===== src/priority_ready_queue_scheduler_core_defines.svh =====
// Assertion macros for the ready-queue scheduler.
// Needs signals clk and rst in the scope that uses them.
`ifndef PRIORITY_READY_QUEUE_SCHEDULER_CORE_DEFINES_SVH
`define PRIORITY_READY_QUEUE_SCHEDULER_CORE_DEFINES_SVH

// antecedent holds in a cycle -> consequent holds in the same cycle
`define PRQS_ASSERT_IMP(name, ante, cons, msg) \
  name: assert property (@(posedge clk) disable iff (rst) (ante) |-> (cons)) else $error(msg);

// antecedent holds in a cycle -> consequent holds in the next cycle
`define PRQS_ASSERT_NEXT(name, ante, cons, msg) \
  name: assert property (@(posedge clk) disable iff (rst) (ante) |=> (cons)) else $error(msg);

`endif


===== src/prqs_pkg.sv =====
// Shared constants, memory request types and helpers for the scheduler.
// No dependencies.
`default_nettype none
package prqs_pkg;

  localparam int NUM_TASKS  = 16;
  localparam int NUM_LEVELS = 8;
  localparam int TASK_W     = $clog2(NUM_TASKS);
  localparam int LEVEL_W    = $clog2(NUM_LEVELS);
  localparam int OP_W       = 2;
  localparam int ID_W       = 4;
  localparam int PRIO_W     = 3;
  localparam int STATUS_W   = 2;

  localparam logic [OP_W-1:0] OP_ADD    = 2'd0;
  localparam logic [OP_W-1:0] OP_REMOVE = 2'd1;
  localparam logic [OP_W-1:0] OP_ROTATE = 2'd2;
  localparam logic [OP_W-1:0] OP_QUERY  = 2'd3;

  localparam logic [STATUS_W-1:0] ST_OK         = 2'd0;
  localparam logic [STATUS_W-1:0] ST_QUEUED     = 2'd1;
  localparam logic [STATUS_W-1:0] ST_NOT_QUEUED = 2'd2;

  typedef struct packed {
    logic               we;
    logic [TASK_W-1:0]  waddr;
    logic [TASK_W-1:0]  wdata;
    logic [TASK_W-1:0]  raddr;
  } link_req_t;

  typedef struct packed {
    logic               we;
    logic [TASK_W-1:0]  waddr;
    logic [LEVEL_W-1:0] wdata;
    logic [TASK_W-1:0]  raddr;
  } tlev_req_t;

  typedef struct packed {
    logic               we;
    logic [LEVEL_W-1:0] waddr;
    logic [TASK_W-1:0]  wdata;
    logic [LEVEL_W-1:0] raddr;
  } lvl_req_t;

  typedef struct packed {
    logic [LEVEL_W-1:0] level;
    logic [TASK_W-1:0]  next;
    logic [TASK_W-1:0]  prev;
    logic [TASK_W-1:0]  head;
    logic [TASK_W-1:0]  tail;
  } mem_rsp_t;

  function automatic logic [LEVEL_W-1:0] clamp_level(input logic [PRIO_W-1:0] v);
    if (int'(v) >= NUM_LEVELS) begin
      return LEVEL_W'(NUM_LEVELS - 1);
    end
    return LEVEL_W'(v);
  endfunction

  function automatic logic id_in_range(input logic [ID_W-1:0] id);
    return int'(id) < NUM_TASKS;
  endfunction

  function automatic logic [LEVEL_W-1:0] top_level(input logic [NUM_LEVELS-1:0] mask);
    logic [LEVEL_W-1:0] lvl;
    lvl = '0;
    for (int i = 0; i < NUM_LEVELS; i++) begin
      if (mask[i]) begin
        lvl = LEVEL_W'(i);
      end
    end
    return lvl;
  endfunction

endpackage
`default_nettype wire


===== src/priority_ready_queue_scheduler_core.sv =====
// Top level of the ready-queue scheduler: sequencer plus link and level memories.
// Depends on prqs_pkg, prqs_ctrl and prqs_ram.
//
//  channel   | handshake          | words
//  ----------+--------------------+---------------------------------------------
//  command   | start & !busy      | opcode task_id task_priority current_valid
//            |                    | current_priority
//  result    | done (one cycle)   | status preempt_request any_ready next_task
//            |                    | next_priority
//
// One command word at a time. Query, ignored and rejected words only read the
// head; remove unlinks, add pushes, rotate does both, by read-modify-write of
// the memories. The result is shown for one cycle with done high. rst is
// synchronous; it empties all levels. The receiver cannot stall.
`default_nettype none
module priority_ready_queue_scheduler_core (
  input  wire logic                           clk,
  input  wire logic                           rst,
  input  wire logic                           start,
  output logic                                busy,
  input  wire logic [prqs_pkg::OP_W-1:0]      opcode,
  input  wire logic [prqs_pkg::ID_W-1:0]      task_id,
  input  wire logic [prqs_pkg::PRIO_W-1:0]    task_priority,
  input  wire logic                           current_valid,
  input  wire logic [prqs_pkg::PRIO_W-1:0]    current_priority,
  output logic                                done,
  output logic      [prqs_pkg::STATUS_W-1:0]  status,
  output logic                                preempt_request,
  output logic                                any_ready,
  output logic      [prqs_pkg::ID_W-1:0]      next_task,
  output logic      [prqs_pkg::PRIO_W-1:0]    next_priority
);
  import prqs_pkg::*;

  tlev_req_t level_req;
  link_req_t next_req;
  link_req_t prev_req;
  lvl_req_t  head_req;
  lvl_req_t  tail_req;
  mem_rsp_t  rsp;

  prqs_ctrl u_ctrl (
    .clk              (clk),
    .rst              (rst),
    .start            (start),
    .opcode           (opcode),
    .task_id          (task_id),
    .task_priority    (task_priority),
    .current_valid    (current_valid),
    .current_priority (current_priority),
    .busy             (busy),
    .done             (done),
    .status           (status),
    .preempt_request  (preempt_request),
    .any_ready        (any_ready),
    .next_task        (next_task),
    .next_priority    (next_priority),
    .level_req        (level_req),
    .next_req         (next_req),
    .prev_req         (prev_req),
    .head_req         (head_req),
    .tail_req         (tail_req),
    .rsp              (rsp)
  );

  prqs_ram #(.WIDTH(LEVEL_W), .DEPTH(NUM_TASKS)) u_level_ram (
    .clk   (clk),
    .we    (level_req.we),
    .waddr (level_req.waddr),
    .wdata (level_req.wdata),
    .raddr (level_req.raddr),
    .rdata (rsp.level)
  );

  prqs_ram #(.WIDTH(TASK_W), .DEPTH(NUM_TASKS)) u_next_ram (
    .clk   (clk),
    .we    (next_req.we),
    .waddr (next_req.waddr),
    .wdata (next_req.wdata),
    .raddr (next_req.raddr),
    .rdata (rsp.next)
  );

  prqs_ram #(.WIDTH(TASK_W), .DEPTH(NUM_TASKS)) u_prev_ram (
    .clk   (clk),
    .we    (prev_req.we),
    .waddr (prev_req.waddr),
    .wdata (prev_req.wdata),
    .raddr (prev_req.raddr),
    .rdata (rsp.prev)
  );

  prqs_ram #(.WIDTH(TASK_W), .DEPTH(NUM_LEVELS)) u_head_ram (
    .clk   (clk),
    .we    (head_req.we),
    .waddr (head_req.waddr),
    .wdata (head_req.wdata),
    .raddr (head_req.raddr),
    .rdata (rsp.head)
  );

  prqs_ram #(.WIDTH(TASK_W), .DEPTH(NUM_LEVELS)) u_tail_ram (
    .clk   (clk),
    .we    (tail_req.we),
    .waddr (tail_req.waddr),
    .wdata (tail_req.wdata),
    .raddr (tail_req.raddr),
    .rdata (rsp.tail)
  );

endmodule
`default_nettype wire


===== src/prqs_ram.sv =====
// Generic single-write, single-read RAM with registered read data.
// No dependencies.
`default_nettype none
module prqs_ram #(
  parameter int WIDTH = 4,
  parameter int DEPTH = 16
) (
  input  wire logic                     clk,
  input  wire logic                     we,
  input  wire logic [$clog2(DEPTH)-1:0] waddr,
  input  wire logic [WIDTH-1:0]         wdata,
  input  wire logic [$clog2(DEPTH)-1:0] raddr,
  output logic      [WIDTH-1:0]         rdata
);

  logic [WIDTH-1:0] mem [DEPTH];

  always_ff @(posedge clk) begin
    if (we) begin
      mem[waddr] <= wdata;
    end
    rdata <= mem[raddr];
  end

endmodule
`default_nettype wire


===== src/prqs_ctrl.sv =====
// Sequencer for the scheduler: read-modify-write of the link and level memories,
// ready bitmap, queued flags and result. Depends on prqs_pkg and the defines header.
`default_nettype none
`include "priority_ready_queue_scheduler_core_defines.svh"
module prqs_ctrl (
  input  wire logic                           clk,
  input  wire logic                           rst,
  input  wire logic                           start,
  input  wire logic [prqs_pkg::OP_W-1:0]      opcode,
  input  wire logic [prqs_pkg::ID_W-1:0]      task_id,
  input  wire logic [prqs_pkg::PRIO_W-1:0]    task_priority,
  input  wire logic                           current_valid,
  input  wire logic [prqs_pkg::PRIO_W-1:0]    current_priority,
  output logic                                busy,
  output logic                                done,
  output logic      [prqs_pkg::STATUS_W-1:0]  status,
  output logic                                preempt_request,
  output logic                                any_ready,
  output logic      [prqs_pkg::ID_W-1:0]      next_task,
  output logic      [prqs_pkg::PRIO_W-1:0]    next_priority,
  output prqs_pkg::tlev_req_t                 level_req,
  output prqs_pkg::link_req_t                 next_req,
  output prqs_pkg::link_req_t                 prev_req,
  output prqs_pkg::lvl_req_t                  head_req,
  output prqs_pkg::lvl_req_t                  tail_req,
  input  wire prqs_pkg::mem_rsp_t             rsp
);
  import prqs_pkg::*;

  typedef enum logic [7:0] {
    S_IDLE    = 8'b0000_0001,
    S_LOOKUP  = 8'b0000_0010,
    S_LINKS   = 8'b0000_0100,
    S_UNLINK  = 8'b0000_1000,
    S_PUSH_RD = 8'b0001_0000,
    S_PUSH_WR = 8'b0010_0000,
    S_HEAD_RD = 8'b0100_0000,
    S_RESULT  = 8'b1000_0000
  } state_t;

  state_t              state, state_next;
  logic [OP_W-1:0]     op;
  logic [TASK_W-1:0]   tid;
  logic [LEVEL_W-1:0]  lvl;
  logic [TASK_W-1:0]   nx;
  logic [TASK_W-1:0]   pv;
  logic [STATUS_W-1:0] st;
  logic [STATUS_W-1:0] st_next;
  logic                preempt;
  logic                preempt_next;
  logic [NUM_LEVELS-1:0] mask;
  logic [NUM_TASKS-1:0]  queued;
  logic [TASK_W-1:0]   in_tid;
  logic                in_ok;
  logic [LEVEL_W-1:0]  in_lvl;
  logic [LEVEL_W-1:0]  top;
  logic                is_head;
  logic                is_tail;

  assign in_tid  = task_id[TASK_W-1:0];
  assign in_ok   = id_in_range(task_id);
  assign in_lvl  = clamp_level(task_priority);
  assign top     = top_level(mask);
  assign is_head = rsp.head == tid;
  assign is_tail = rsp.tail == tid;

  always_comb begin
    state_next = state;
    case (state)
      S_IDLE: begin
        if (start) begin
          if (opcode == OP_QUERY || !in_ok) begin
            state_next = S_HEAD_RD;
          end else if (opcode == OP_ADD) begin
            state_next = queued[in_tid] ? S_HEAD_RD : S_PUSH_RD;
          end else begin
            state_next = queued[in_tid] ? S_LOOKUP : S_HEAD_RD;
          end
        end
      end
      S_LOOKUP:  state_next = S_LINKS;
      S_LINKS:   state_next = S_UNLINK;
      S_UNLINK:  state_next = (op == OP_ROTATE) ? S_PUSH_RD : S_HEAD_RD;
      S_PUSH_RD: state_next = S_PUSH_WR;
      S_PUSH_WR: state_next = S_HEAD_RD;
      S_HEAD_RD: state_next = S_RESULT;
      S_RESULT:  state_next = S_IDLE;
      default:   state_next = S_IDLE;
    endcase
  end

  always_comb begin
    st_next      = ST_OK;
    preempt_next = 1'b0;
    if (opcode != OP_QUERY) begin
      if (!in_ok) begin
        st_next = ST_NOT_QUEUED;
      end else if (opcode == OP_ADD) begin
        if (queued[in_tid]) begin
          st_next = ST_QUEUED;
        end else begin
          preempt_next = current_valid && (in_lvl > clamp_level(current_priority));
        end
      end else if (!queued[in_tid]) begin
        st_next = ST_NOT_QUEUED;
      end
    end
  end

  always_comb begin
    level_req       = '0;
    next_req        = '0;
    prev_req        = '0;
    head_req        = '0;
    tail_req        = '0;
    level_req.raddr = tid;
    next_req.raddr  = tid;
    prev_req.raddr  = tid;
    head_req.raddr  = (state == S_HEAD_RD) ? top : rsp.level;
    tail_req.raddr  = (state == S_PUSH_RD) ? lvl : rsp.level;
    case (state)
      S_UNLINK: begin
        if (is_head && !is_tail) begin
          head_req.we    = 1'b1;
          head_req.waddr = lvl;
          head_req.wdata = nx;
        end else if (is_tail && !is_head) begin
          tail_req.we    = 1'b1;
          tail_req.waddr = lvl;
          tail_req.wdata = pv;
        end else if (!is_head && !is_tail) begin
          next_req.we    = 1'b1;
          next_req.waddr = pv;
          next_req.wdata = nx;
          prev_req.we    = 1'b1;
          prev_req.waddr = nx;
          prev_req.wdata = pv;
        end
      end
      S_PUSH_WR: begin
        level_req.we    = 1'b1;
        level_req.waddr = tid;
        level_req.wdata = lvl;
        tail_req.we     = 1'b1;
        tail_req.waddr  = lvl;
        tail_req.wdata  = tid;
        if (!mask[lvl]) begin
          head_req.we    = 1'b1;
          head_req.waddr = lvl;
          head_req.wdata = tid;
        end else begin
          next_req.we    = 1'b1;
          next_req.waddr = rsp.tail;
          next_req.wdata = tid;
          prev_req.we    = 1'b1;
          prev_req.waddr = tid;
          prev_req.wdata = rsp.tail;
        end
      end
      default: begin
      end
    endcase
  end

  always_ff @(posedge clk) begin
    if (rst) begin
      state  <= S_IDLE;
      mask   <= '0;
      queued <= '0;
    end else begin
      state <= state_next;
      if (state == S_UNLINK) begin
        queued[tid] <= 1'b0;
        if (is_head && is_tail) begin
          mask[lvl] <= 1'b0;
        end
      end
      if (state == S_PUSH_WR) begin
        queued[tid] <= 1'b1;
        mask[lvl]   <= 1'b1;
      end
    end
  end

  always_ff @(posedge clk) begin
    case (state)
      S_IDLE: begin
        op      <= opcode;
        tid     <= in_tid;
        lvl     <= in_lvl;
        st      <= st_next;
        preempt <= preempt_next;
      end
      S_LINKS: begin
        lvl <= rsp.level;
        nx  <= rsp.next;
        pv  <= rsp.prev;
      end
      default: begin
      end
    endcase
  end

  assign busy            = state != S_IDLE;
  assign done            = state == S_RESULT;
  assign status          = st;
  assign preempt_request = preempt;
  assign any_ready       = |mask;
  assign next_task       = any_ready ? ID_W'(rsp.head) : '0;
  assign next_priority   = any_ready ? PRIO_W'(top) : '0;

  `PRQS_ASSERT_IMP(a_done_after_head, done, $past(state == S_HEAD_RD), "result without head read")
  `PRQS_ASSERT_IMP(a_mask_has_task, |mask, |queued, "level marked ready with no task queued")
  `PRQS_ASSERT_IMP(a_preempt_ok, done && preempt_request, status == ST_OK, "preempt on failed add")
  `PRQS_ASSERT_NEXT(a_start_busy, start && !busy, busy, "accepted word did not raise busy")

endmodule
`default_nettype wire


===== config.mk =====
export PLATFORM = sky130hd
export DESIGN_NAME = priority_ready_queue_scheduler_core
export DESIGN_NICKNAME = d
export VERILOG_FILES = /design/src/prqs_pkg.sv /design/src/priority_ready_queue_scheduler_core.sv /design/src/prqs_ram.sv /design/src/prqs_ctrl.sv
export VERILOG_INCLUDE_DIRS = /design/src /design/src/src
export SDC_FILE = /design/constraint.sdc
export NUM_CORES = 1
export LEC_CHECK = 0
export BUFFER_PORTS_ARGS = -buffer_cell sky130_fd_sc_hd__buf_4
export CELL_PAD_IN_SITES_DETAIL_PLACEMENT = 0
export CELL_PAD_IN_SITES_GLOBAL_PLACEMENT = 1
export CORE_ASPECT_RATIO = 1.1
export CORE_MARGIN = 1.5
export CORE_UTILIZATION = 57
export DETAILED_ROUTE_END_ITERATION = 8
export GPL_ROUTABILITY_DRIVEN = 0
export PLACE_DENSITY_LB_ADDON = 0.3
export SYNTH_ARGS = -nofsm -noshare
export SYNTH_HDL_FRONTEND = slang
export SYNTH_SLANG_ARGS = --single-unit

===== constraint.sdc =====
create_clock -name clk -period 6.6 [get_ports clk]
set_input_delay 0 -clock clk [delete_from_list [all_inputs] [get_ports clk]]
set_output_delay 0 -clock clk [all_outputs]
set_load 0.01 [all_outputs]

==> impl_summary.md <==
Worst setup path
The highest cell delay on the worst timing path is 1110 ps. The number of buffers and inverters on the critical path is 0. The data required time of the worst path is 6790 ps. The number of cells on the worst reg-to-reg path is 6. The critical path starts at u_ctrl.tid[0]$_DFFE_PP_.

At the worst endpoint, the arrival time is around 4000 ps. The category of cells accounting for the largest share of critical-path delay is simple AND/OR/NAND/NOR gates. In this design, the critical path's most frequently occurring cell is sky130_fd_sc_hd__o21ai_0. The slowest library cell on the worst path is sky130_fd_sc_hd__edfxtp_1.

The worst register-to-register path ends at u_next_ram.mem[0][2]$_DFFE_PP_. The critical register-to-register path startpoint is u_ctrl.tid[0]$_DFFE_PP_. Walking the worst path, the cells encountered are xor2_1 > nor4_1 > nor3_2 > o21ai_0 > o21ai_0 > nor3_1. The endpoint class of the critical path is a flip-flop. The worst setup path category is reg2reg. The worst setup path is launched from a flip-flop. The setup check on the worst reg-to-reg path leaves a slack of approximately 2700 ps.

In this run the number of cells on the critical path is 6. In this run the worst path has a maximum fanout of 21.

Synth
The number of enable-type register cells in the synthesized netlist is 260. The most used flip-flop cell after synthesis is sky130_fd_sc_hd__edfxtp_1. The Yosys warning count is 0. Yosys attributes the largest share of cell area to sky130_fd_sc_hd__edfxtp_1, sky130_fd_sc_hd__mux4_2, sky130_fd_sc_hd__dfxtp_1, sky130_fd_sc_hd__nor2_1, sky130_fd_sc_hd__o21ai_0. After synthesis the cells add up to 12900 um2.

The share of the Yosys chip area taken by registers is 0.684. The post-synthesis cell count is 815. The leading area contributor after synthesis is sky130_fd_sc_hd__edfxtp_1. Counting every net in the synthesized netlist gives 839.

The post-synthesis async set-or-reset flop share is 0. The share of Yosys cell area claimed by the top area cell type is 0.605. The number of different library cells in the post-synthesis netlist is 61.

The post-synthesis average cell area is 15.8 um2. The count of state elements after synthesis is roughly 310.

Pwr
Of the total power, the share spent switching nets is 0.272. The share of total power dissipated in combinational logic is 0.159. Cell internal power was estimated by the tool at 3.56 mW. In this run the static leakage power is about 4.8 nW. The worst IR drop on VDD is ~0.25 mV.

The reported net switching power is 1.33 mW. Of the total power, the clock network draws 0.364. Power spread over the standard cell area amounts to 335 nW/um2. The part of the power in registers is 0.477.

Placed design
The HPWL reported at the end of detailed placement is 18.9 mm. The number of I/O port buffers is 28. The setup slack at placement is between 2000 and 3000 ps.

Global routing
The number of antenna violations at the first check in global routing is 0. The final global-route overflow total is 0. The pin count of the biggest net entering global routing is 36. The wire length of the first global-routing pass is 43.3 mm. In the global route stage, overall resource usage came out at 0.241.

The via count of the first global-routing pass is 7467.

Floorplan
The effective utilization at floorplan is 0.582. The floorplan step set the die height to about 160 um. In this run the horizontal extent of the chip is between 100 and 150 um. Pin placement for this block handled 29 I/O pins. The die area is 23600 um2. The count of standard-cell rows is 57. The placeable core region is 22200 um2.

Layout
The fraction of layout cells with a size suffix above 1 is 0.214. The number of antenna repair diodes is 0. For this run, the post-layout net count is 883.

The area added between synthesis and finish is 13.0%. The number of filler instances in the final layout is 1507. Leaving out fill and tap cells, the most frequent cells in the layout are sky130_fd_sc_hd__edfxtp_1, sky130_fd_sc_hd__mux4_2, sky130_fd_sc_hd__nor2_1. The most common cell after layout, fill and taps aside is sky130_fd_sc_hd__edfxtp_1.

Outcome
The run finished with clean final reports.

Timing
The total count of hold-check failures in the final report is 0. The number of max-slew violations in the final report is 0. The transition time at the pin with the least slew margin is 1160 ps. Setup violations remaining at the end of the flow were counted as 0. The headroom to the max-slew limit is 0.217. Counting I/O delays and the setup requirement, the final critical path takes 3860 ps. In the finished design, the share of the clock period the worst path needs comes to 0.585. Across all setup checks in the final design, the least slack found is 2740 ps. The post-route setup TNS is 0 ps.

Setup repair after global routing left no endpoint under its margin. On the final layout, the worst clock skew is 19.7 ps. Based on the critical path, the design can be clocked at up to 259 MHz.

Drt
The first routing iteration left 759 violations. The number of antenna-violating nets in the routed design is 0. The routed wire length is 27.5 mm. The remaining routing DRC violations is 0.

The routed wire length per instance is 23.3 um. The first detailed-routing pass ran for 5 iterations. The via count is 7327. The ratio of routed vias to standard cells is 6.22.

Clock network
Clock latency on the worst-skew pair, taken at its later pin, is 560 ps. In this run the number of H-tree levels came out at 1. For this design, the sink count on the clock tree is 311. The tree is rooted in a sky130_fd_sc_hd__clkbuf_16.

The clock slew at the register clock pins of the worst setup and hold paths is around 70 ps. The post-cts gate resize count is 0. After clock tree synthesis, the setup repair step added 0 buffers. TritonCTS built the clock tree. The number of CTS-inserted buffers is 31.

The quantity of hold-fixing buffers added after cts is 14. Counting along the longest clock path gives a buffer depth of 3.

Hold path
The min-delay analysis places its worst path in the category in2reg. The launch point of the worst hold path is opcode[1]. The worst hold path passes through 2 cells. The worst min-delay path endpoint is u_ctrl.op[1]$_DFFE_PP_.

Run
The tool flagged a number of max-cap violations equal to 0.
layer usage:
layer  share of wire  up-vias  track usage  routed length, um
li1                -     3249            -                  -
met1            0.39     3685        0.322              10700
met2            0.52      339        0.418              14200
met3           0.071       54       0.0332               1960
met4           0.023        0       0.0680                622
met5               0        -            0                  0
Yosys cell counts, types with 3 or more instances:
cell,n
sky130_fd_sc_hd__ha_1,8
sky130_fd_sc_hd__xor2_1,9
sky130_fd_sc_hd__a31oi_1,3
sky130_fd_sc_hd__a32oi_1,3
sky130_fd_sc_hd__or2_2,8
sky130_fd_sc_hd__inv_1,31
sky130_fd_sc_hd__o31ai_1,3
sky130_fd_sc_hd__a22o_1,4
sky130_fd_sc_hd__nor4_1,3
sky130_fd_sc_hd__dfxtp_1,51
sky130_fd_sc_hd__mux4_2,68
sky130_fd_sc_hd__a221oi_1,4
sky130_fd_sc_hd__nor2_1,60
sky130_fd_sc_hd__nor2b_1,9
sky130_fd_sc_hd__nand3b_1,7
sky130_fd_sc_hd__a2bb2o_1,3
sky130_fd_sc_hd__clkbuf_1,28
sky130_fd_sc_hd__nand2b_1,8
sky130_fd_sc_hd__a21oi_1,34
sky130_fd_sc_hd__a211oi_1,3
sky130_fd_sc_hd__mux2i_1,14
sky130_fd_sc_hd__o21ai_0,40
sky130_fd_sc_hd__nor3_1,9
sky130_fd_sc_hd__edfxtp_1,260
sky130_fd_sc_hd__nand3_1,19
sky130_fd_sc_hd__buf_1,7
sky130_fd_sc_hd__mux2_2,12
sky130_fd_sc_hd__and2_1,11
sky130_fd_sc_hd__nand2_1,51
worst max-delay path by stage:
stage / to / slack [ps]
global route: u_next_ram.mem[0][2]$_DFFE_PP_ / 2320
CTS: u_next_ram.mem[0][2]$_DFFE_PP_ / 2760
detailed placement: u_next_ram.mem[0][1]$_DFFE_PP_ / 2740
finish: u_next_ram.mem[0][2]$_DFFE_PP_ / 2740
global placement: u_next_ram.mem[0][3]$_DFFE_PP_ / 2980
floorplan: u_head_ram.mem[0][0]$_DFFE_PP_ / 3650
power by group through the flow:
stage	Clock [mW]	Combinational [mW]	Sequential (mW)
6_report	1.78	0.776	2.33
5_1_grt	1.88	0.830	2.35
4_1_cts	1.80	0.776	2.34
3_5_place_dp	0	0.764	2.38
3_3_place_gp	0	0.751	2.37
2_1_floorplan	0	0.620	2.26
logic make-up after synthesis:
group                    Yosys count  synth area share
XOR/XNOR                           9           0.00610
AO/OA/AOI/OAI                    117            0.0564
buffers and inverters             69            0.0208
multiplexers                      98             0.145
flip-flops                       311             0.684
AND/OR/NAND/NOR                  203            0.0801
adder cells (fa/ha/maj)            8           0.00775
layout make-up:
class | count | area [um2] | area share
flip-flops and latches | 311 | 8830 | 0.605
multi-input cells | 435 | 3820 | 0.262
clock buffers | 32 | 779 | 0.0534
repair buffers | 49 | 403 | 0.0276
well taps | 295 | 369 | 0.0253
clock inverters | 25 | 278 | 0.0190
inverters | 31 | 116 | 0.00797
flip-flops by register name, indices dropped and copies added, names as in the netlist, 8 cells and up:
signal,count
u_prev_ram.mem,64
u_level_ram.mem,48
u_ctrl.state,8
u_ctrl.mask,8
u_head_ram.mem,32
u_next_ram.mem,64
u_tail_ram.mem,32
u_ctrl.queued,16
through the flow:
step | hold slack [ps] | instance area (um2) | instances | util | power (mW)
after detailed placement | 206 | 13400 | 1107 | 0.604 | 3.14
after global routing | 180 | 14600 | 1178 | 0.658 | 5.06
final | 183 | 14600 | 1178 | 0.658 | 4.89
after CTS | 166 | 14600 | 1178 | 0.658 | 4.91
after floorplan | 98.9 | 12900 | 815 | - | 2.88
after global placement | 200 | 13400 | 1107 | 0.604 | 3.12
(Power assumes the default switching activity.)
